**config.mk**
```make
export PLATFORM = sky130hd
export DESIGN_NAME = avcc_to_annexb_nal_converter
export DESIGN_NICKNAME = d
export VERILOG_FILES = /design/src/avcc_pkg.sv /design/src/avcc_pstore.sv /design/src/avcc_to_annexb_nal_converter.sv
export SDC_FILE = /design/constraint.sdc
export NUM_CORES = 1
export LEC_CHECK = 0
export BUFFER_PORTS_ARGS = -buffer_cell sky130_fd_sc_hd__buf_2
export CAP_MARGIN = 25
export CORE_UTILIZATION = 44
export DETAILED_ROUTE_END_ITERATION = 10
export PLACE_DENSITY_LB_ADDON = 0.3
export RECOVER_POWER = 50
export SYNTH_ARGS = -nofsm -noshare
export SYNTH_HDL_FRONTEND = slang
export SYNTH_SLANG_ARGS = --single-unit
```
**constraint.sdc**
```tcl
create_clock -name clock -period 20.9 [get_ports clock]
set_clock_uncertainty 0.05 [all_clocks]
set_input_delay 2.09 -clock clock [delete_from_list [all_inputs] [get_ports clock]]
set_output_delay 2.09 -clock clock [all_outputs]
set_load 0.05 [all_outputs]
```
**src/avcc_pkg.sv**
```systemverilog
// Shared types and constants for the length-prefixed to start-code NAL converter.
// No dependencies; used by avcc_pstore and avcc_to_annexb_nal_converter.
package avcc_pkg;

   // Input word: one frame byte or one parameter-set byte
   typedef struct packed {
      logic        req_type;
      logic [7:0]  data_byte;
      logic        first_flag;
      logic [23:0] frame_size;
   } req_word_type;

   // Result word: one stream byte or one error indication
   typedef struct packed {
      logic       byte_valid;
      logic [7:0] out_byte;
      logic       run_last;
      logic       frame_last;
      logic [1:0] status;
   } rsp_word_type;

   // Write request into the parameter-set store
   typedef struct packed {
      logic       wr_en;
      logic       restart;
      logic [7:0] data;
   } pst_wr_type;

   localparam logic       REQ_FRAME      = 1'b0;
   localparam logic       REQ_PARAM      = 1'b1;

   localparam logic [1:0] STATUS_OK      = 2'd0;
   localparam logic [1:0] STATUS_TRUNC   = 2'd1;
   localparam logic [1:0] STATUS_BAD_LEN = 2'd2;

   localparam int         LEN_BITS       = 32;
   localparam logic [7:0] NAL_TYPE_MASK  = 8'h1F;
   localparam logic [7:0] NAL_TYPE_IDR   = 8'd5;
   localparam int         PREFIX_BYTES   = 4;
   localparam int         START_CODE_LEN = 3;
   localparam logic [7:0] START_CODE_END = 8'h01;

endpackage

```
**src/avcc_pstore.sv**
```systemverilog
// Parameter-set byte store: memory, fill length and registered read port.
// Depends on avcc_pkg (pst_wr_type).
module avcc_pstore #(
   parameter int PARAM_DEPTH = 60,
   parameter int PLEN_W      = $clog2(PARAM_DEPTH + 1)
) (
   input  logic                   clock,
   input  logic                   reset,
   input  avcc_pkg::pst_wr_type   wr,
   input  logic [PLEN_W-1:0]      rd_addr,
   output logic [7:0]             rd_data,
   output logic [PLEN_W-1:0]      param_length
);

   localparam int AW = (PARAM_DEPTH > 1) ? $clog2(PARAM_DEPTH) : 1;

   logic [7:0]        mem [PARAM_DEPTH];
   logic [PLEN_W-1:0] plen_ff, plen_in;
   logic [PLEN_W-1:0] wr_idx;
   logic              wr_ok;
   logic [7:0]        rd_data_ff;

   // restart loads from entry 0; a full store ignores further bytes
   assign wr_idx = wr.restart ? '0 : plen_ff;
   assign wr_ok  = wr.wr_en && (wr_idx < PLEN_W'(PARAM_DEPTH));

   always_comb begin
      plen_in = plen_ff;
      if (wr_ok) begin
         plen_in = wr_idx + 1'b1;
      end
   end

   always_ff @(posedge clock) begin
      if (reset) begin
         plen_ff <= '0;
      end else begin
         plen_ff <= plen_in;
      end
   end

   always_ff @(posedge clock) begin
      if (wr_ok) begin
         mem[wr_idx[AW-1:0]] <= wr.data;
      end
   end

   always_ff @(posedge clock) begin
      if (rd_addr < PLEN_W'(PARAM_DEPTH)) begin
         rd_data_ff <= mem[rd_addr[AW-1:0]];
      end
   end

   assign rd_data      = rd_data_ff;
   assign param_length = plen_ff;

endmodule

```
**src/avcc_to_annexb_nal_converter.sv**
```systemverilog
// Top level: length-prefixed H.264 frame bytes in, Annex B stream bytes out.
// Depends on avcc_pkg and avcc_pstore.
//
//  channel  ports                         direction  moves
//  -------  ----------------------------  ---------  ------------------------------
//  request  req_valid req_stall req_data  in         frame byte or param-set byte
//  result   rsp_valid rsp_stall rsp_data  out        stream byte or error word
//
// Flow: a word with no result or one result is taken without holding the input.
// The first payload byte of a NAL holds the input from the take while the emit
// sequencer sends three start-code words and then the byte, and on an IDR unit
// the param_length parameter-set bytes before them, one result word per cycle
// unless the result is stalled, reading the parameter store one entry a cycle.
// Reset: synchronous, active high; clears parser phase, counters and output valid.
// The parameter store has no clear pass; only written entries are ever read.
// Stalls: req_stall is high while the emit sequencer runs, or while the result
// register holds a word that is stalled.
module avcc_to_annexb_nal_converter #(
   parameter int PARAM_DEPTH     = 60,
   parameter int FRAME_SIZE_BITS = 24
) (
   input  logic                   clock,
   input  logic                   reset,
   input  logic                   req_valid,
   output logic                   req_stall,
   input  avcc_pkg::req_word_type req_data,
   output logic                   rsp_valid,
   input  logic                   rsp_stall,
   output avcc_pkg::rsp_word_type rsp_data
);

   localparam int FSB    = FRAME_SIZE_BITS;
   localparam int LB     = avcc_pkg::LEN_BITS;
   localparam int PLEN_W = $clog2(PARAM_DEPTH + 1);

   // parser phase codes
   localparam logic [1:0] PH_IDLE    = 2'd0;
   localparam logic [1:0] PH_LENGTH  = 2'd1;
   localparam logic [1:0] PH_PAYLOAD = 2'd2;
   localparam logic [1:0] PH_DROP    = 2'd3;

   // emit sequencer codes
   localparam logic [1:0] SQ_IDLE    = 2'd0;
   localparam logic [1:0] SQ_PARAM   = 2'd1;
   localparam logic [1:0] SQ_START   = 2'd2;
   localparam logic [1:0] SQ_BYTE    = 2'd3;

   localparam logic [1:0] PREFIX_LAST = 2'(avcc_pkg::PREFIX_BYTES - 1);
   localparam logic [1:0] SC_LAST     = 2'(avcc_pkg::START_CODE_LEN - 1);

   // parser state
   logic [1:0]     phase_ff,  phase_in;
   logic [1:0]     prefix_ff, prefix_in;
   logic [LB-1:0]  accum_ff,  accum_in;
   logic [FSB-1:0] nal_ff,    nal_in;
   logic [FSB-1:0] frame_ff,  frame_in;

   // emit sequencer
   logic [1:0]        seq_ff,  seq_in;
   logic [PLEN_W-1:0] pidx_ff, pidx_in;
   logic [PLEN_W-1:0] pidx_next;
   logic [1:0]        sc_ff,   sc_in;
   logic [7:0]        hold_byte_ff, hold_byte_in;
   logic              hold_end_ff,  hold_end_in;

   // result register
   logic                   rsp_valid_ff;
   avcc_pkg::rsp_word_type rsp_data_ff;
   logic                   out_free;
   logic                   out_load;
   avcc_pkg::rsp_word_type out_word;

   // working values for the word being taken
   logic           req_accept;
   logic [FSB-1:0] frame_size_cut;
   logic [1:0]     cur_phase;
   logic [1:0]     cur_prefix;
   logic [LB-1:0]  cur_accum;
   logic [FSB-1:0] cur_nal;
   logic [FSB-1:0] cur_fleft;
   logic [FSB-1:0] frame_dec;
   logic [FSB-1:0] nal_dec;
   logic [LB-1:0]  accum_shift;
   logic           frame_over;
   logic           is_idr;

   // parameter store link
   avcc_pkg::pst_wr_type pst_wr;
   logic [7:0]           pst_rd_data;
   logic [PLEN_W-1:0]    param_length;

   avcc_pstore #(
      .PARAM_DEPTH (PARAM_DEPTH),
      .PLEN_W      (PLEN_W)
   ) u_pstore (
      .clock        (clock),
      .reset        (reset),
      .wr           (pst_wr),
      .rd_addr      (pidx_in),
      .rd_data      (pst_rd_data),
      .param_length (param_length)
   );

   assign out_free       = !rsp_valid_ff || !rsp_stall;
   assign req_stall      = (seq_ff != SQ_IDLE) || !out_free;
   assign req_accept     = req_valid && !req_stall;
   assign frame_size_cut = FSB'(req_data.frame_size);
   assign is_idr         = (req_data.data_byte & avcc_pkg::NAL_TYPE_MASK)
                           == avcc_pkg::NAL_TYPE_IDR;
   assign pidx_next      = pidx_ff + 1'b1;

   always_comb begin
      phase_in     = phase_ff;
      prefix_in    = prefix_ff;
      accum_in     = accum_ff;
      nal_in       = nal_ff;
      frame_in     = frame_ff;
      seq_in       = seq_ff;
      pidx_in      = pidx_ff;
      sc_in        = sc_ff;
      hold_byte_in = hold_byte_ff;
      hold_end_in  = hold_end_ff;
      out_load     = 1'b0;
      out_word     = '0;
      pst_wr       = '0;
      cur_phase    = phase_ff;
      cur_prefix   = prefix_ff;
      cur_accum    = accum_ff;
      cur_nal      = nal_ff;
      cur_fleft    = frame_ff;
      frame_dec    = '0;
      nal_dec      = '0;
      accum_shift  = '0;
      frame_over   = 1'b0;

      unique case (seq_ff)
         SQ_IDLE: begin
            // read pointer parked at entry 0 so the first param byte is ready
            pidx_in = '0;
            if (req_accept) begin
               if (req_data.req_type == avcc_pkg::REQ_PARAM) begin
                  pst_wr.wr_en   = 1'b1;
                  pst_wr.restart = req_data.first_flag;
                  pst_wr.data    = req_data.data_byte;
               end else begin
                  // a new frame drops whatever was in flight
                  if (req_data.first_flag) begin
                     cur_fleft  = frame_size_cut;
                     cur_phase  = (frame_size_cut != '0) ? PH_LENGTH : PH_IDLE;
                     cur_prefix = '0;
                     cur_accum  = '0;
                     cur_nal    = '0;
                  end
                  phase_in  = cur_phase;
                  prefix_in = cur_prefix;
                  accum_in  = cur_accum;
                  nal_in    = cur_nal;
                  frame_in  = cur_fleft;
                  frame_dec = cur_fleft - 1'b1;
                  nal_dec   = cur_nal - 1'b1;

                  unique case (cur_phase)
                     PH_IDLE: begin
                     end
                     PH_DROP: begin
                        if (cur_fleft <= FSB'(1)) begin
                           frame_in = '0;
                           phase_in = PH_IDLE;
                        end else begin
                           frame_in = frame_dec;
                        end
                     end
                     PH_LENGTH: begin
                        if (cur_prefix == '0 &&
                            cur_fleft < FSB'(avcc_pkg::PREFIX_BYTES)) begin
                           // not enough bytes left for a length
                           frame_in  = (cur_fleft != '0) ? frame_dec : '0;
                           phase_in  = (cur_fleft > FSB'(1)) ? PH_DROP : PH_IDLE;
                           prefix_in = '0;
                           accum_in  = '0;
                           nal_in    = '0;
                           out_load            = 1'b1;
                           out_word.run_last   = 1'b1;
                           out_word.frame_last = 1'b1;
                           out_word.status     = avcc_pkg::STATUS_TRUNC;
                        end else begin
                           accum_shift = {cur_accum[LB-9:0], req_data.data_byte};
                           frame_in    = frame_dec;
                           if (cur_prefix != PREFIX_LAST) begin
                              prefix_in = cur_prefix + 1'b1;
                              accum_in  = accum_shift;
                           end else begin
                              prefix_in = '0;
                              if (accum_shift == '0 || accum_shift > LB'(frame_dec)) begin
                                 phase_in = (frame_dec != '0) ? PH_DROP : PH_IDLE;
                                 accum_in = '0;
                                 nal_in   = '0;
                                 out_load            = 1'b1;
                                 out_word.run_last   = 1'b1;
                                 out_word.frame_last = 1'b1;
                                 out_word.status     = avcc_pkg::STATUS_BAD_LEN;
                              end else begin
                                 accum_in = accum_shift;
                                 nal_in   = FSB'(accum_shift);
                                 phase_in = PH_PAYLOAD;
                              end
                           end
                        end
                     end
                     PH_PAYLOAD: begin
                        nal_in   = nal_dec;
                        frame_in = frame_dec;
                        if (nal_dec == '0) begin
                           accum_in  = '0;
                           prefix_in = '0;
                           if (frame_dec == '0) begin
                              phase_in   = PH_IDLE;
                              frame_over = 1'b1;
                           end else begin
                              phase_in = PH_LENGTH;
                           end
                        end
                        // nal count still equal to the length: NAL header byte
                        if (LB'(cur_nal) == cur_accum) begin
                           hold_byte_in = req_data.data_byte;
                           hold_end_in  = frame_over;
                           sc_in        = '0;
                           seq_in = (is_idr && param_length != '0) ? SQ_PARAM : SQ_START;
                        end else begin
                           out_load            = 1'b1;
                           out_word.byte_valid = 1'b1;
                           out_word.out_byte   = req_data.data_byte;
                           out_word.run_last   = 1'b1;
                           out_word.frame_last = frame_over;
                           out_word.status     = avcc_pkg::STATUS_OK;
                        end
                     end
                  endcase
               end
            end
         end
         SQ_PARAM: begin
            if (out_free) begin
               out_load            = 1'b1;
               out_word.byte_valid = 1'b1;
               out_word.out_byte   = pst_rd_data;
               pidx_in             = pidx_next;
               if (pidx_next == param_length) begin
                  seq_in = SQ_START;
               end
            end
         end
         SQ_START: begin
            if (out_free) begin
               out_load            = 1'b1;
               out_word.byte_valid = 1'b1;
               out_word.out_byte   = (sc_ff == SC_LAST) ? avcc_pkg::START_CODE_END : 8'h00;
               sc_in               = sc_ff + 1'b1;
               if (sc_ff == SC_LAST) begin
                  seq_in = SQ_BYTE;
               end
            end
         end
         SQ_BYTE: begin
            if (out_free) begin
               out_load            = 1'b1;
               out_word.byte_valid = 1'b1;
               out_word.out_byte   = hold_byte_ff;
               out_word.run_last   = 1'b1;
               out_word.frame_last = hold_end_ff;
               out_word.status     = avcc_pkg::STATUS_OK;
               seq_in              = SQ_IDLE;
            end
         end
      endcase
   end

   always_ff @(posedge clock) begin
      if (reset) begin
         phase_ff     <= PH_IDLE;
         prefix_ff    <= '0;
         accum_ff     <= '0;
         nal_ff       <= '0;
         frame_ff     <= '0;
         seq_ff       <= SQ_IDLE;
         pidx_ff      <= '0;
         sc_ff        <= '0;
         rsp_valid_ff <= 1'b0;
      end else begin
         phase_ff  <= phase_in;
         prefix_ff <= prefix_in;
         accum_ff  <= accum_in;
         nal_ff    <= nal_in;
         frame_ff  <= frame_in;
         seq_ff    <= seq_in;
         pidx_ff   <= pidx_in;
         sc_ff     <= sc_in;
         if (out_free) begin
            rsp_valid_ff <= out_load;
         end
      end
   end

   always_ff @(posedge clock) begin
      hold_byte_ff <= hold_byte_in;
      hold_end_ff  <= hold_end_in;
      if (out_load) begin
         rsp_data_ff <= out_word;
      end
   end

   assign rsp_valid = rsp_valid_ff;
   assign rsp_data  = rsp_data_ff;

endmodule
```
=== Word level (Yosys, flattened, before mapping) ===
Memory sizes are Yosys's and may differ from the RTL's. A register that Yosys moved wholly into a read port is not among the register bits.
Index checks and enable logic that the tools add are counted.

* Flip-flop bits (word level): 123
* RAM bits: 480
* Bits of input ports: 38
* Output and inout port bits: 15
* Word-level logic and storage cells: 175
* Memories: 1

* Add/subtract/negate cells: 6
* Magnitude comparators: 6
* Equality and inequality tests: 20
* Mux-type cells: 97
* Bitwise gates (word level): 1
* Reduce and logical (&&, ||, !) cells: 27

{| class="wikitable"
|+ Memory list
! name !! words !! width !! read ports !! clocked after Yosys merged registers in !! wr ports !! RTL line !! source
|-
| u_pstore.mem || 60 || 8 || 1 || 1 || 1 || avcc_pstore.sv:17 || <nowiki>logic [7:0] mem [PARAM_DEPTH];</nowiki>
|}

{| class="wikitable"
|+ Operators by type and width
! cell !! number
|-
| 24-bit two-way mux || 14
|-
| 32-bit two-way mux || 8
|-
| 24-bit case mux with 3 select lines || 1
|-
| 24-bit nonzero test || 3
|-
| 2-bit two-way mux || 33
|-
| 32-bit case mux with 2 select lines || 1
|-
| 13-bit two-way mux || 4
|-
| 24-bit zero test || 2
|-
| 24-bit case mux with 2 select lines || 1
|-
| 24-bit by 1-bit subtractor with 24-bit output (second input constant) || 2
|-
| 9-bit case mux with 4 select lines || 1
|-
| 24-bit by 32-bit == test with 1-bit output || 1
|-
| 32-bit by 24-bit greater-than comparator with 1-bit output || 1
|-
| 32-bit zero test || 1
|-
| 10-bit two-way mux || 3
|-
| 9-bit two-way mux || 3
|-
| 24-bit by 1-bit greater-than comparator with 1-bit output (second input constant) || 1
|-
| 24-bit by 1-bit <= comparator with 1-bit output (second input constant) || 1
|-
| 24-bit by 3-bit < comparator with 1-bit output (second input constant) || 1
|-
| 2-bit inequality test (second input constant) || 9
|-
| 4-bit case mux with 2 select lines || 2
|-
| 1-bit two-way mux || 14
|-
| 6-bit by 1-bit adder with 6-bit output (second input constant) || 2
|-
| 6-bit < comparator (second input constant) || 2
|-
| 25 further kinds || 46
|}

=== Longest topological paths before layout ===
Gate-level depths: netlist of the first run.

* Word-level depth: 18
* Depth in mapped cells: 27
* Depth with buffers taken out: 16

=== Hierarchy ===
A second synthesis of the first run with hierarchy kept.

* Cell total of the unflattened synthesis: 2060
* Area, all modules: 28439.8 sq um

{| class="wikitable"
|+ By module, submodules not included
! module !! instances !! cells each !! area an instance (sq um) !! sequential area each (sq um)
|-
| avcc_pstore || 1 || 937 || 19318.5 || 14774.2
|-
| avcc_to_annexb_nal_converter || 1 || 1123 || 9121.2 || 2562.5
|}

=== Worst setup path before layout of the first run ===
OpenSTA, ideal clock, no wires.

* Path type: input-to-reg
* Start: in req_data[24] in the netlist's numbering
* End: reg rsp_data_ff, in the netlist rsp_data[0], enable pin
* Library setup time: 0.383 ns
* Arrival: 8.114 ns
* Data required time: 20.467 ns
* Slack: 12.353 ns
* Stages: 23
* Buffers on the path: 9
* Path through: buf_2 -> buf_2 -> buf_2 -> buf_1 -> clkbuf_1 -> clkbuf_1 -> buf_1 -> clkbuf_1 -> mux2i_1 -> ha_1 -> clkbuf_1 -> nand2_1 -> a211oi_1 -> xnor2_1 -> inv_1 -> ha_1 -> nand2_1 -> or3_1 -> or4_1 -> or4_1 -> o211ai_2 -> a21o_1 -> nand3_1

* Cells in the longest elaborated chain, start to end: 14
* Elaborated cells between the ends (all ways): 39
* Those cells by class: add/sub (1); order compare (2); eq/ne (4); mux (28); reduce/logical (4)

{| class="wikitable"
|+ Ends and longest elaborated chain
! element !! RTL line !! source
|-
| start: declaration || avcc_to_annexb_nal_converter.sv:26 || <nowiki>input avcc_pkg::req_word_type req_data,</nowiki>
|-
| 24-bit two-way mux || avcc_to_annexb_nal_converter.sv:147 || <nowiki>if (req_data.first_flag) begin</nowiki>
|-
| 24-bit two-way mux || avcc_to_annexb_nal_converter.sv:141 || <nowiki>if (req_data.req_type == avcc_pkg::REQ_PARAM) begin</nowiki>
|-
| 24-bit two-way mux || avcc_to_annexb_nal_converter.sv:140 || <nowiki>if (req_accept) begin</nowiki>
|-
| 24-bit two-way mux || avcc_to_annexb_nal_converter.sv:136 || <nowiki>unique case (seq_ff)</nowiki>
|-
| 24-bit by 1-bit subtractor with 24-bit output || avcc_to_annexb_nal_converter.sv:159 || <nowiki>frame_dec = cur_fleft - 1'b1;</nowiki>
|-
| 32-bit by 24-bit greater-than comparator with 1-bit output || avcc_to_annexb_nal_converter.sv:194 || <nowiki>if (accum_shift == '0 || accum_shift > LB'(frame_dec)) begin</nowiki>
|-
| 1-bit logical OR || avcc_to_annexb_nal_converter.sv:194 ||
|-
| 1-bit two-way mux || avcc_to_annexb_nal_converter.sv:194 ||
|-
| 1-bit two-way mux || avcc_to_annexb_nal_converter.sv:189 || <nowiki>if (cur_prefix != PREFIX_LAST) begin</nowiki>
|-
| 1-bit two-way mux || avcc_to_annexb_nal_converter.sv:174 || <nowiki>if (cur_prefix == '0 &&</nowiki>
|-
| 1-bit case mux with 2 select lines * || avcc_to_annexb_nal_converter.sv:162 || <nowiki>unique case (cur_phase)</nowiki>
|-
| 1-bit two-way mux * || avcc_to_annexb_nal_converter.sv:141 ||
|-
| 1-bit two-way mux * || avcc_to_annexb_nal_converter.sv:140 ||
|-
| 1-bit case mux with 2 select lines * || avcc_to_annexb_nal_converter.sv:136 ||
|-
| via out_load || avcc_to_annexb_nal_converter.sv:70 || <nowiki>logic out_load;</nowiki>
|-
| end signal: assignment || avcc_to_annexb_nal_converter.sv:308 || <nowiki>rsp_data_ff <= out_word;</nowiki>
|-
| end: declaration || avcc_to_annexb_nal_converter.sv:68 || <nowiki>avcc_pkg::rsp_word_type rsp_data_ff;</nowiki>
|}

Mark *: on every way through the listed nets, which the timed path passes. The rest lies on a longest branch. The select of a mux whose other input is x is not followed.
A chain may end at the register's enable or synchronous reset.

=== Worst setup path in the final report of the first run ===
* Start: in rsp_stall
* End: reg u_pstore.rd_data_ff[2], in the netlist u_pstore.rd_data[2] (read register of u_pstore.mem) (data pin)

* Cells in the longest elaborated chain, start to end: 5

{| class="wikitable"
|+ Ends and longest elaborated chain
! element !! RTL line !! source
|-
| start: declaration || avcc_to_annexb_nal_converter.sv:28 || <nowiki>input logic rsp_stall,</nowiki>
|-
| 1-bit zero test * || avcc_to_annexb_nal_converter.sv:104 || <nowiki>assign out_free = !rsp_valid_ff || !rsp_stall;</nowiki>
|-
| 1-bit logical OR * || avcc_to_annexb_nal_converter.sv:104 ||
|-
| 6-bit two-way mux * || avcc_to_annexb_nal_converter.sv:243 || <nowiki>if (out_free) begin</nowiki>
|-
| 6-bit case mux with 2 select lines * || avcc_to_annexb_nal_converter.sv:136 ||
|-
| 6-bit < comparator || avcc_pstore.sv:49 || <nowiki>if (rd_addr < PLEN_W'(PARAM_DEPTH)) begin</nowiki>
|-
| end: declaration || avcc_pstore.sv:21 || <nowiki>logic [7:0] rd_data_ff;</nowiki>
|}

Every way passes the cells marked *; elsewhere a longest branch is shown, timed or not.

==> run_summary.xml, run 1 <==
<?xml version="1.0" encoding="UTF-8"?>
<metrics>
  <group name="critical_path">
    <metric name="worst_path_dominant_cell_family" unit="">buffers and inverters</metric>
    <metric name="critPathArrivalTime" unit="ns">11.23</metric>
    <metric name="critPathRequiredTime" unit="ns">21.27</metric>
    <metric name="cp-start-kind" unit="">primary input</metric>
    <metric name="worst-path-max-fanout" unit="">191</metric>
    <metric name="worstPathCellList" unit="">clkbuf_1 -&gt; nand3b_1 -&gt; a32oi_4 -&gt; clkbuf_1 -&gt; nand2_1 -&gt; a311oi_1 -&gt; a311oi_1 -&gt; nor3_1 -&gt; a211oi_1 -&gt; a21oi_1</metric>
    <metric name="path_buf_inv" unit="">2</metric>
    <metric name="critical_path.max_stage_delay" unit="ns">6.17</metric>
    <metric name="crit_path_top_delay_cell" unit="">sky130_fd_sc_hd__clkbuf_1</metric>
    <metric name="source_of_the_worst_register_to_register_timing_path" unit="">seq_ff[1]$_SDFFE_PP0P_</metric>
    <metric name="reg2reg_slack" unit="ns">10.39</metric>
    <metric name="crit_start" unit="">rsp_stall</metric>
    <metric name="timing.setup.critical_path_class" unit="">primary input to flip-flop</metric>
    <metric name="cp.depth" unit="">10</metric>
    <metric name="crit_end" unit="">u_pstore.rd_data[2]$_DFFE_PN_</metric>
    <metric name="ff2ff_path_depth" unit="">11</metric>
    <metric name="worstSetupEndpointType" unit="">flip-flop</metric>
    <metric name="critical_path.reg2reg.endpoint" unit="">u_pstore.rd_data[2]$_DFFE_PN_</metric>
  </group>
  <group name="job">
    <metric name="drv.max_cap_violation_count" unit="">18</metric>
  </group>
  <group name="floorplan">
    <metric name="area_of_the_die" unit="um2">67200</metric>
    <metric name="row_count" unit="">93</metric>
    <metric name="coreArea" unit="um2">64900</metric>
    <metric name="initial_core_util" unit="">0.448</metric>
    <metric name="fp.dieW" unit="um">259</metric>
    <metric name="io_pins" unit="">53</metric>
    <metric name="die_height" unit="um">259</metric>
  </group>
  <group name="placed_design">
    <metric name="port_buffers" unit="">52</metric>
    <metric name="post_dp_cell_area" unit="um2">30000</metric>
    <metric name="hpwl" unit="mm">52.3</metric>
    <metric name="globalplace.congestion" unit="">0.955</metric>
    <metric name="detailedPlace.worstSlack" unit="ns">12.43</metric>
  </group>
  <group name="cts">
    <metric name="cts.sinks" unit="">611</metric>
    <metric name="clk_pin_slew_worst_paths" unit="ns">0.06</metric>
    <metric name="post-cts-setup-buffers" unit="">0</metric>
    <metric name="cts-root-to-sink-buffers" unit="">3</metric>
    <metric name="clk_latency" unit="ns">0.63</metric>
    <metric name="cts_tree" unit="">built</metric>
    <metric name="cts_buffers" unit="">66</metric>
    <metric name="cts_htree_levels" unit="">3</metric>
    <metric name="post_cts.resized_instances" unit="">0</metric>
    <metric name="cts-hold-fix-buffers" unit="">0</metric>
    <metric name="root_buffer" unit="">sky130_fd_sc_hd__clkbuf_16</metric>
  </group>
  <group name="finish">
    <metric name="multi_input_area" unit="um2">10900</metric>
    <metric name="finish.net_count" unit="">2795</metric>
    <metric name="regArea" unit="um2">17300</metric>
    <metric name="num-fill-cells" unit="">5844</metric>
    <metric name="drive_above_1_share" unit="">0.0723</metric>
    <metric name="area.growth.synth_to_final" unit="%">9.97</metric>
    <metric name="postLayoutCellArea" unit="um2">32000</metric>
    <metric name="antenna_cells_inserted" unit="">0</metric>
  </group>
  <group name="routing">
    <metric name="drt-total-wl" unit="mm">83.9</metric>
    <metric name="vias_per_cell" unit="">6.13</metric>
    <metric name="final_antenna_net_count" unit="">0</metric>
    <metric name="detail_route.first_pass.iterations" unit="">7</metric>
    <metric name="drt_first_iter_violations" unit="">2545</metric>
    <metric name="routed-via-count" unit="">22200</metric>
    <metric name="drt_drc_violations_left" unit="">0</metric>
    <metric name="post_drt_wl_per_cell" unit="um">23.2</metric>
  </group>
  <group name="synthesis">
    <metric name="register_bit_count_reported_by_yosys" unit="">611</metric>
    <metric name="syn-mean-instance-area" unit="um2">10.5</metric>
    <metric name="ys_seq_area_frac" unit="">0.596</metric>
    <metric name="asyncSetResetFlopFracSynth" unit="">0</metric>
    <metric name="synth_area" unit="um2">29100</metric>
    <metric name="number_of_flops_mapped_to_enable_cells_by_yosys" unit="">510</metric>
    <metric name="synthCells" unit="">2764</metric>
    <metric name="synth.yosys.warnings" unit="">0</metric>
    <metric name="synth_fp_nets" unit="">2843</metric>
    <metric name="ys_dominant_reg_cell" unit="">sky130_fd_sc_hd__edfxtp_1</metric>
    <metric name="number_of_distinct_library_cells_after_synthesis" unit="">88</metric>
  </group>
  <group name="global_routing">
    <metric name="grt_pass1_vias" unit="">21200</metric>
    <metric name="grt.total_usage" unit="">0.249</metric>
    <metric name="antenna_found_initial" unit="">1</metric>
    <metric name="global_route_wire_length_before_repair" unit="mm">129</metric>
    <metric name="maximum_number_of_pins_on_one_net_before_global_route_repair" unit="">192</metric>
    <metric name="grt.overflow.total" unit="">0</metric>
  </group>
  <group name="sta">
    <metric name="timing_max_transition_violations_final" unit="">1035</metric>
    <metric name="clock.fmax" unit="MHz">92.1</metric>
    <metric name="worst_slack" unit="ns">10.04</metric>
    <metric name="worst_slew_margin_rel" unit="">-4.93</metric>
    <metric name="fin_hold_ws" unit="ns">0.412</metric>
    <metric name="period_share" unit="">0.520</metric>
    <metric name="tns" unit="ns">0</metric>
    <metric name="worst_pin_slew" unit="ns">8.89</metric>
    <metric name="setup-violations-final" unit="">0</metric>
    <metric name="finalHoldViolations" unit="">0</metric>
    <metric name="fin_crit" unit="ns">10.86</metric>
    <metric name="rsz0062_at_grt" unit="">false</metric>
  </group>
  <group name="power">
    <metric name="power.share.sequential" unit="">0.498</metric>
    <metric name="internal-power" unit="W">0.00204</metric>
    <metric name="fraction_of_power_consumed_by_the_clock_network" unit="">0.415</metric>
    <metric name="comb_power_frac" unit="">0.087</metric>
    <metric name="power_density" unit="nW/um2">85.0</metric>
    <metric name="switchingPower" unit="W">0.000680</metric>
    <metric name="cellLeakagePower" unit="nW">10.9</metric>
    <metric name="design_power_total" unit="W">0.00272</metric>
    <metric name="worst_ir_drop_vdd" unit="uV">69.8</metric>
    <metric name="sw_frac_of_total" unit="">0.250</metric>
  </group>
  <group name="status">
    <metric name="outcome" unit="">complete, but fails checks</metric>
    <metric name="violated_checks" unit="">max-capacitance violations, max-slew violations</metric>
  </group>
  <group name="worst_hold_path">
    <metric name="worst_hold_path_type" unit="">flip-flop to flip-flop</metric>
  </group>
</metrics>
==> layout by cell type (no fill, tap or decap), types with 25 or more instances in the layout <==
| master | instances |
|---|---|
| sky130_fd_sc_hd__a211oi_1 | 25 |
| sky130_fd_sc_hd__a21oi_1 | 110 |
| sky130_fd_sc_hd__a311oi_1 | 91 |
| sky130_fd_sc_hd__and3_1 | 55 |
| sky130_fd_sc_hd__buf_2 | 29 |
| sky130_fd_sc_hd__clkbuf_1 | 49 |
| sky130_fd_sc_hd__clkbuf_16 | 67 |
| sky130_fd_sc_hd__dfxtp_1 | 101 |
| sky130_fd_sc_hd__edfxtp_1 | 510 |
| sky130_fd_sc_hd__ha_1 | 41 |
| sky130_fd_sc_hd__inv_1 | 42 |
| sky130_fd_sc_hd__mux2i_1 | 30 |
| sky130_fd_sc_hd__nand2_1 | 581 |
| sky130_fd_sc_hd__nand3_1 | 198 |
| sky130_fd_sc_hd__nand4_1 | 35 |
| sky130_fd_sc_hd__nor2_1 | 175 |
| sky130_fd_sc_hd__nor2b_1 | 28 |
| sky130_fd_sc_hd__nor3_1 | 59 |
| sky130_fd_sc_hd__o21ai_0 | 93 |
| sky130_fd_sc_hd__xnor2_1 | 41 |
==> cell type report <==
type | count | share of cell area
clock buffer | 80 | 0.0550
clock inverter | 39 | 0.0102
inverter | 44 | 0.00516
multi-input combinational | 1906 | 0.340
sequential | 611 | 0.542
tap | 855 | 0.0334
timing repair buffer | 87 | 0.0147
==> worst min-delay path, stage by stage (launching register included) <==
cell and delay, ns:
sky130_fd_sc_hd__dfxtp_1 0.33, sky130_fd_sc_hd__nand2_1 0.05, sky130_fd_sc_hd__o31ai_1 0.05
==> cell usage after synthesis (all sizes together) (16+ instances only) <==
cell type / n / area [um2]
a211oi: 25 / 188
a21oi: 110 / 551
a311oi: 91 / 797
a31oi: 16 / 100
a41oi: 20 / 175
and2: 21 / 131
and3: 55 / 344
buf: 34 / 173
clkbuf: 169 / 634
dfxtp: 101 / 2020
edfxtp: 510 / 15300
ha: 41 / 513
inv: 42 / 158
mux2i: 30 / 300
nand2: 582 / 2180
nand3: 199 / 1010
nand4: 36 / 231
nor2: 178 / 671
nor2b: 28 / 175
nor3: 59 / 295
nor4: 21 / 131
o21ai: 101 / 505
o31ai: 21 / 211
or3: 19 / 119
xnor2: 41 / 359
==> power groups by stage <==
| stage | sequential [W] | clock (W) | combinational, W |
|---|---|---|---|
| floorplan | 0.00138 | 0 | 0.000146 |
| global placement | 0.00138 | 0 | 0.000228 |
| detailed placement | 0.00138 | 0 | 0.000231 |
| CTS | 0.00135 | 0.00114 | 0.000232 |
| global route | 0.00135 | 0.00119 | 0.000254 |
| finish | 0.00135 | 0.00113 | 0.000236 |
==> state kept, by name, indices dropped and copies added, names as in the netlist <==
| name | cells |
|---|---|
| accum_ff | 32 |
| frame_ff | 24 |
| hold_byte_ff | 8 |
| hold_end_ff | 1 |
| nal_ff | 24 |
| phase_ff | 2 |
| pidx_ff | 6 |
| prefix_ff | 2 |
| rsp_data | 13 |
| rsp_valid | 1 |
| sc_ff | 2 |
| seq_ff | 2 |
| u_pstore.mem | 480 |
| u_pstore.param_length | 6 |
| u_pstore.rd_data | 8 |
==> through the flow <==
stage,util,instances
2_1_floorplan,-,2764
3_3_place_gp,0.462,3500
3_5_place_dp,0.462,3501
4_1_cts,0.494,3620
5_1_grt,0.493,3622
6_report,0.493,3622
==> cells by family (layout without fill, tap and decap cells) <==
group / Yosys count / in the layout / share of synthesized area
compound gates: 510 / 510 / 0.123
mux: 38 / 38 / 0.0134
simple gates: 1260 / 1260 / 0.199
flops: 611 / 611 / 0.596
buf+inv: 247 / 250 / 0.0334
xor+xnor: 57 / 57 / 0.0176
fa+ha+maj: 41 / 41 / 0.0176
==> worst min-delay path by stage <==
| stage | startpoint | end | depth (start not counted) |
|---|---|---|---|
| after global placement | accum_ff[26]$_SDFFE_PP0P_ | accum_ff[26]$_SDFFE_PP0P_ | 2 |
| after global routing | accum_ff[24]$_SDFFE_PP0P_ | accum_ff[24]$_SDFFE_PP0P_ | 2 |
| after CTS | accum_ff[24]$_SDFFE_PP0P_ | accum_ff[24]$_SDFFE_PP0P_ | 2 |
| final | accum_ff[24]$_SDFFE_PP0P_ | accum_ff[24]$_SDFFE_PP0P_ | 2 |
| after floorplan | accum_ff[26]$_SDFFE_PP0P_ | accum_ff[26]$_SDFFE_PP0P_ | 2 |
| after detailed placement | accum_ff[24]$_SDFFE_PP0P_ | accum_ff[24]$_SDFFE_PP0P_ | 2 |
==> metal layers <==
| layer | GRT usage | share of wire | up-vias |
|---|---|---|---|
| met5 | 0 | 0.00016 | - |
| met1 | 0.337 | 0.42 | 10900 |
| met2 | 0.401 | 0.47 | 962 |
| met4 | 0.0959 | 0.035 | 2 |
| met3 | 0.0389 | 0.073 | 200 |
| li1 | - | - | 10200 |
No activity file was read; power rests on OpenSTA's default activity.
==> run 2, diff against run 1 <==
- clock period: 20.9 -> 11.35 ns (I/O delays scaled with it)
==> run_summary.xml, run 2 (synthesized netlist as in run 1, its figures left out) <==
<?xml version="1.0" encoding="UTF-8"?>
<metrics>
  <group name="status">
    <metric name="outcome" unit="">complete, but fails checks</metric>
    <metric name="violated_checks" unit="">max-capacitance violations, max-slew violations</metric>
  </group>
  <group name="routing">
    <metric name="routed-via-count" unit="">22200</metric>
    <metric name="drt-total-wl" unit="mm">83.4</metric>
    <metric name="drt_drc_violations_left" unit="">0</metric>
    <metric name="detail_route.first_pass.iterations" unit="">6</metric>
    <metric name="final_antenna_net_count" unit="">0</metric>
    <metric name="post_drt_wl_per_cell" unit="um">23.0</metric>
    <metric name="drt_first_iter_violations" unit="">2401</metric>
    <metric name="vias_per_cell" unit="">6.12</metric>
  </group>
  <group name="floorplan">
    <metric name="io_pins" unit="">53</metric>
    <metric name="initial_core_util" unit="">0.448</metric>
    <metric name="area_of_the_die" unit="um2">67200</metric>
    <metric name="fp.dieW" unit="um">259</metric>
    <metric name="row_count" unit="">93</metric>
    <metric name="coreArea" unit="um2">64900</metric>
    <metric name="die_height" unit="um">259</metric>
  </group>
  <group name="sta">
    <metric name="setup-violations-final" unit="">0</metric>
    <metric name="fin_hold_ws" unit="ns">0.405</metric>
    <metric name="fin_crit" unit="ns">8.88</metric>
    <metric name="tns" unit="ns">0</metric>
    <metric name="timing_max_transition_violations_final" unit="">762</metric>
    <metric name="clock.fmax" unit="MHz">113</metric>
    <metric name="worst_pin_slew" unit="ns">3.27</metric>
    <metric name="rsz0062_at_grt" unit="">false</metric>
    <metric name="period_share" unit="">0.783</metric>
    <metric name="worst_slew_margin_rel" unit="">-1.18</metric>
    <metric name="finalHoldViolations" unit="">0</metric>
  </group>
  <group name="finish">
    <metric name="regArea" unit="um2">17300</metric>
    <metric name="num-fill-cells" unit="">5816</metric>
    <metric name="layout.cells.most_common_list" unit="">sky130_fd_sc_hd__nand2_1, sky130_fd_sc_hd__edfxtp_1, sky130_fd_sc_hd__nand3_1, sky130_fd_sc_hd__nor2_1, sky130_fd_sc_hd__a21oi_1</metric>
    <metric name="finish.net_count" unit="">2799</metric>
    <metric name="mostFrequentLayoutCell" unit="">sky130_fd_sc_hd__nand2_1</metric>
    <metric name="antenna_cells_inserted" unit="">0</metric>
    <metric name="drive_above_1_share" unit="">0.0740</metric>
    <metric name="multi_input_area" unit="um2">10900</metric>
    <metric name="postLayoutCellArea" unit="um2">32100</metric>
    <metric name="area.growth.synth_to_final" unit="%">10.4</metric>
    <metric name="largest_register_ff_count" unit="">480</metric>
  </group>
  <group name="critical_path">
    <metric name="critPathArrivalTime" unit="ns">9.03</metric>
    <metric name="worstSetupEndpointType" unit="">flip-flop</metric>
    <metric name="worst_path_dominant_cell_family" unit="">buffers and inverters</metric>
    <metric name="worstPathCellList" unit="">buf_4 -&gt; clkbuf_1 -&gt; clkbuf_1 -&gt; nor2b_1 -&gt; ha_1 -&gt; nand4_1 -&gt; or3_1 -&gt; or4_1 -&gt; or4_1 -&gt; o211ai_2 -&gt; buf_4 -&gt; a21o_1 -&gt; nand3_1</metric>
    <metric name="timing.setup.critical_path_class" unit="">primary input to flip-flop</metric>
    <metric name="critPathRequiredTime" unit="ns">11.49</metric>
    <metric name="path_buf_inv" unit="">4</metric>
    <metric name="crit_path_top_delay_cell" unit="">sky130_fd_sc_hd__clkbuf_1</metric>
    <metric name="cp-start-kind" unit="">primary input</metric>
    <metric name="critical_path.max_stage_delay" unit="ns">2.27</metric>
    <metric name="worst-path-max-fanout" unit="">66</metric>
  </group>
  <group name="cts">
    <metric name="cts_buffers" unit="">68</metric>
    <metric name="clk_pin_slew_worst_paths" unit="ns">0.06</metric>
    <metric name="cts_htree_levels" unit="">3</metric>
    <metric name="cts.sinks" unit="">611</metric>
    <metric name="cts_tree" unit="">built</metric>
    <metric name="root_buffer" unit="">sky130_fd_sc_hd__clkbuf_16</metric>
    <metric name="post-cts-setup-buffers" unit="">0</metric>
    <metric name="clk_latency" unit="ns">0.63</metric>
    <metric name="cts-root-to-sink-buffers" unit="">3</metric>
    <metric name="post_cts.resized_instances" unit="">0</metric>
    <metric name="cts-hold-fix-buffers" unit="">0</metric>
  </group>
  <group name="global_routing">
    <metric name="antenna_found_initial" unit="">1</metric>
    <metric name="global_route_wire_length_before_repair" unit="mm">127</metric>
    <metric name="grt.overflow.total" unit="">0</metric>
    <metric name="grt_pass1_vias" unit="">20800</metric>
    <metric name="grt.total_usage" unit="">0.245</metric>
    <metric name="maximum_number_of_pins_on_one_net_before_global_route_repair" unit="">213</metric>
  </group>
  <group name="power">
    <metric name="power_density" unit="nW/um2">158</metric>
    <metric name="worst_ir_drop_vdd" unit="uV">134</metric>
    <metric name="cellLeakagePower" unit="nW">10.9</metric>
  </group>
  <group name="job">
    <metric name="drv.max_cap_violation_count" unit="">15</metric>
  </group>
  <group name="placed_design">
    <metric name="port_buffers" unit="">52</metric>
    <metric name="post_dp_cell_area" unit="um2">30000</metric>
    <metric name="globalplace.congestion" unit="">0.954</metric>
    <metric name="hpwl" unit="mm">52.1</metric>
  </group>
  <group name="worst_hold_path">
    <metric name="worst_hold_path_type" unit="">flip-flop to flip-flop</metric>
  </group>
</metrics>
==> run 2: layer usage <==
layer,global-route usage,share of wire,vias up
met5,0,0.00013,-
met4,0.0912,0.034,2
met3,0.0382,0.077,180
met2,0.392,0.47,1031
met1,0.337,0.42,10800
li1,-,-,10200
==> run 2: worst paths after layout <==
check        slack (ns)                       from  depth (start not counted)                            end
max                2.47               req_data[24]                         13          rsp_data[6]$_DFFE_PP_
max reg2reg        4.68     seq_ff[1]$_SDFFE_PP0P_                         12  u_pstore.rd_data[4]$_DFFE_PN_
min reg2reg        0.41  accum_ff[25]$_SDFFE_PP0P_                          2      accum_ff[25]$_SDFFE_PP0P_
min                0.41  accum_ff[25]$_SDFFE_PP0P_                          2      accum_ff[25]$_SDFFE_PP0P_
==> run 2: layout make-up <==
class,instances,share of cell area
clock inverter,38,0.0126
sequential,611,0.540
multi-input combinational,1906,0.338
inverter,44,0.00514
tap,855,0.0333
timing repair buffer,89,0.0156
clock buffer,84,0.0558
==> run 2: stage by stage <==
stage	util	instances	total power [W]	setup WS, ns
CTS	0.496	3625	0.00511	4.63
detailed placement	0.462	3503	0.00296	3.98
finish	0.495	3627	0.00508	2.47
floorplan	-	2764	0.00281	3.76
global route	0.495	3627	0.00523	2.18
global placement	0.462	3503	0.00295	4.06
==> run 2: power breakdown <==
| group | switching, W | total [W] | internal (W) |
|---|---|---|---|
| Sequential | 0.0000294 | 0.00249 | 0.00246 |
| Clock | 0.000924 | 0.00216 | 0.00123 |
| Combinational | 0.000309 | 0.000433 | 0.000124 |
| Total | 0.00126 | 0.00508 | 0.00382 |
==> run 2: worst reg2reg max path, cell delays in order (launching register included) <==
cell and delay, ns:
sky130_fd_sc_hd__dfxtp_1 0.33, sky130_fd_sc_hd__inv_1 0.10, sky130_fd_sc_hd__ha_1 0.68, sky130_fd_sc_hd__nor2_1 0.39, sky130_fd_sc_hd__nand2_1 0.24, sky130_fd_sc_hd__and2_4 0.63
sky130_fd_sc_hd__clkbuf_1 2.21, sky130_fd_sc_hd__and3_1 0.48, sky130_fd_sc_hd__a311oi_1 0.09, sky130_fd_sc_hd__a311oi_1 0.50, sky130_fd_sc_hd__nor3_1 0.11, sky130_fd_sc_hd__a21oi_1 0.36
sky130_fd_sc_hd__a21oi_1 0.19
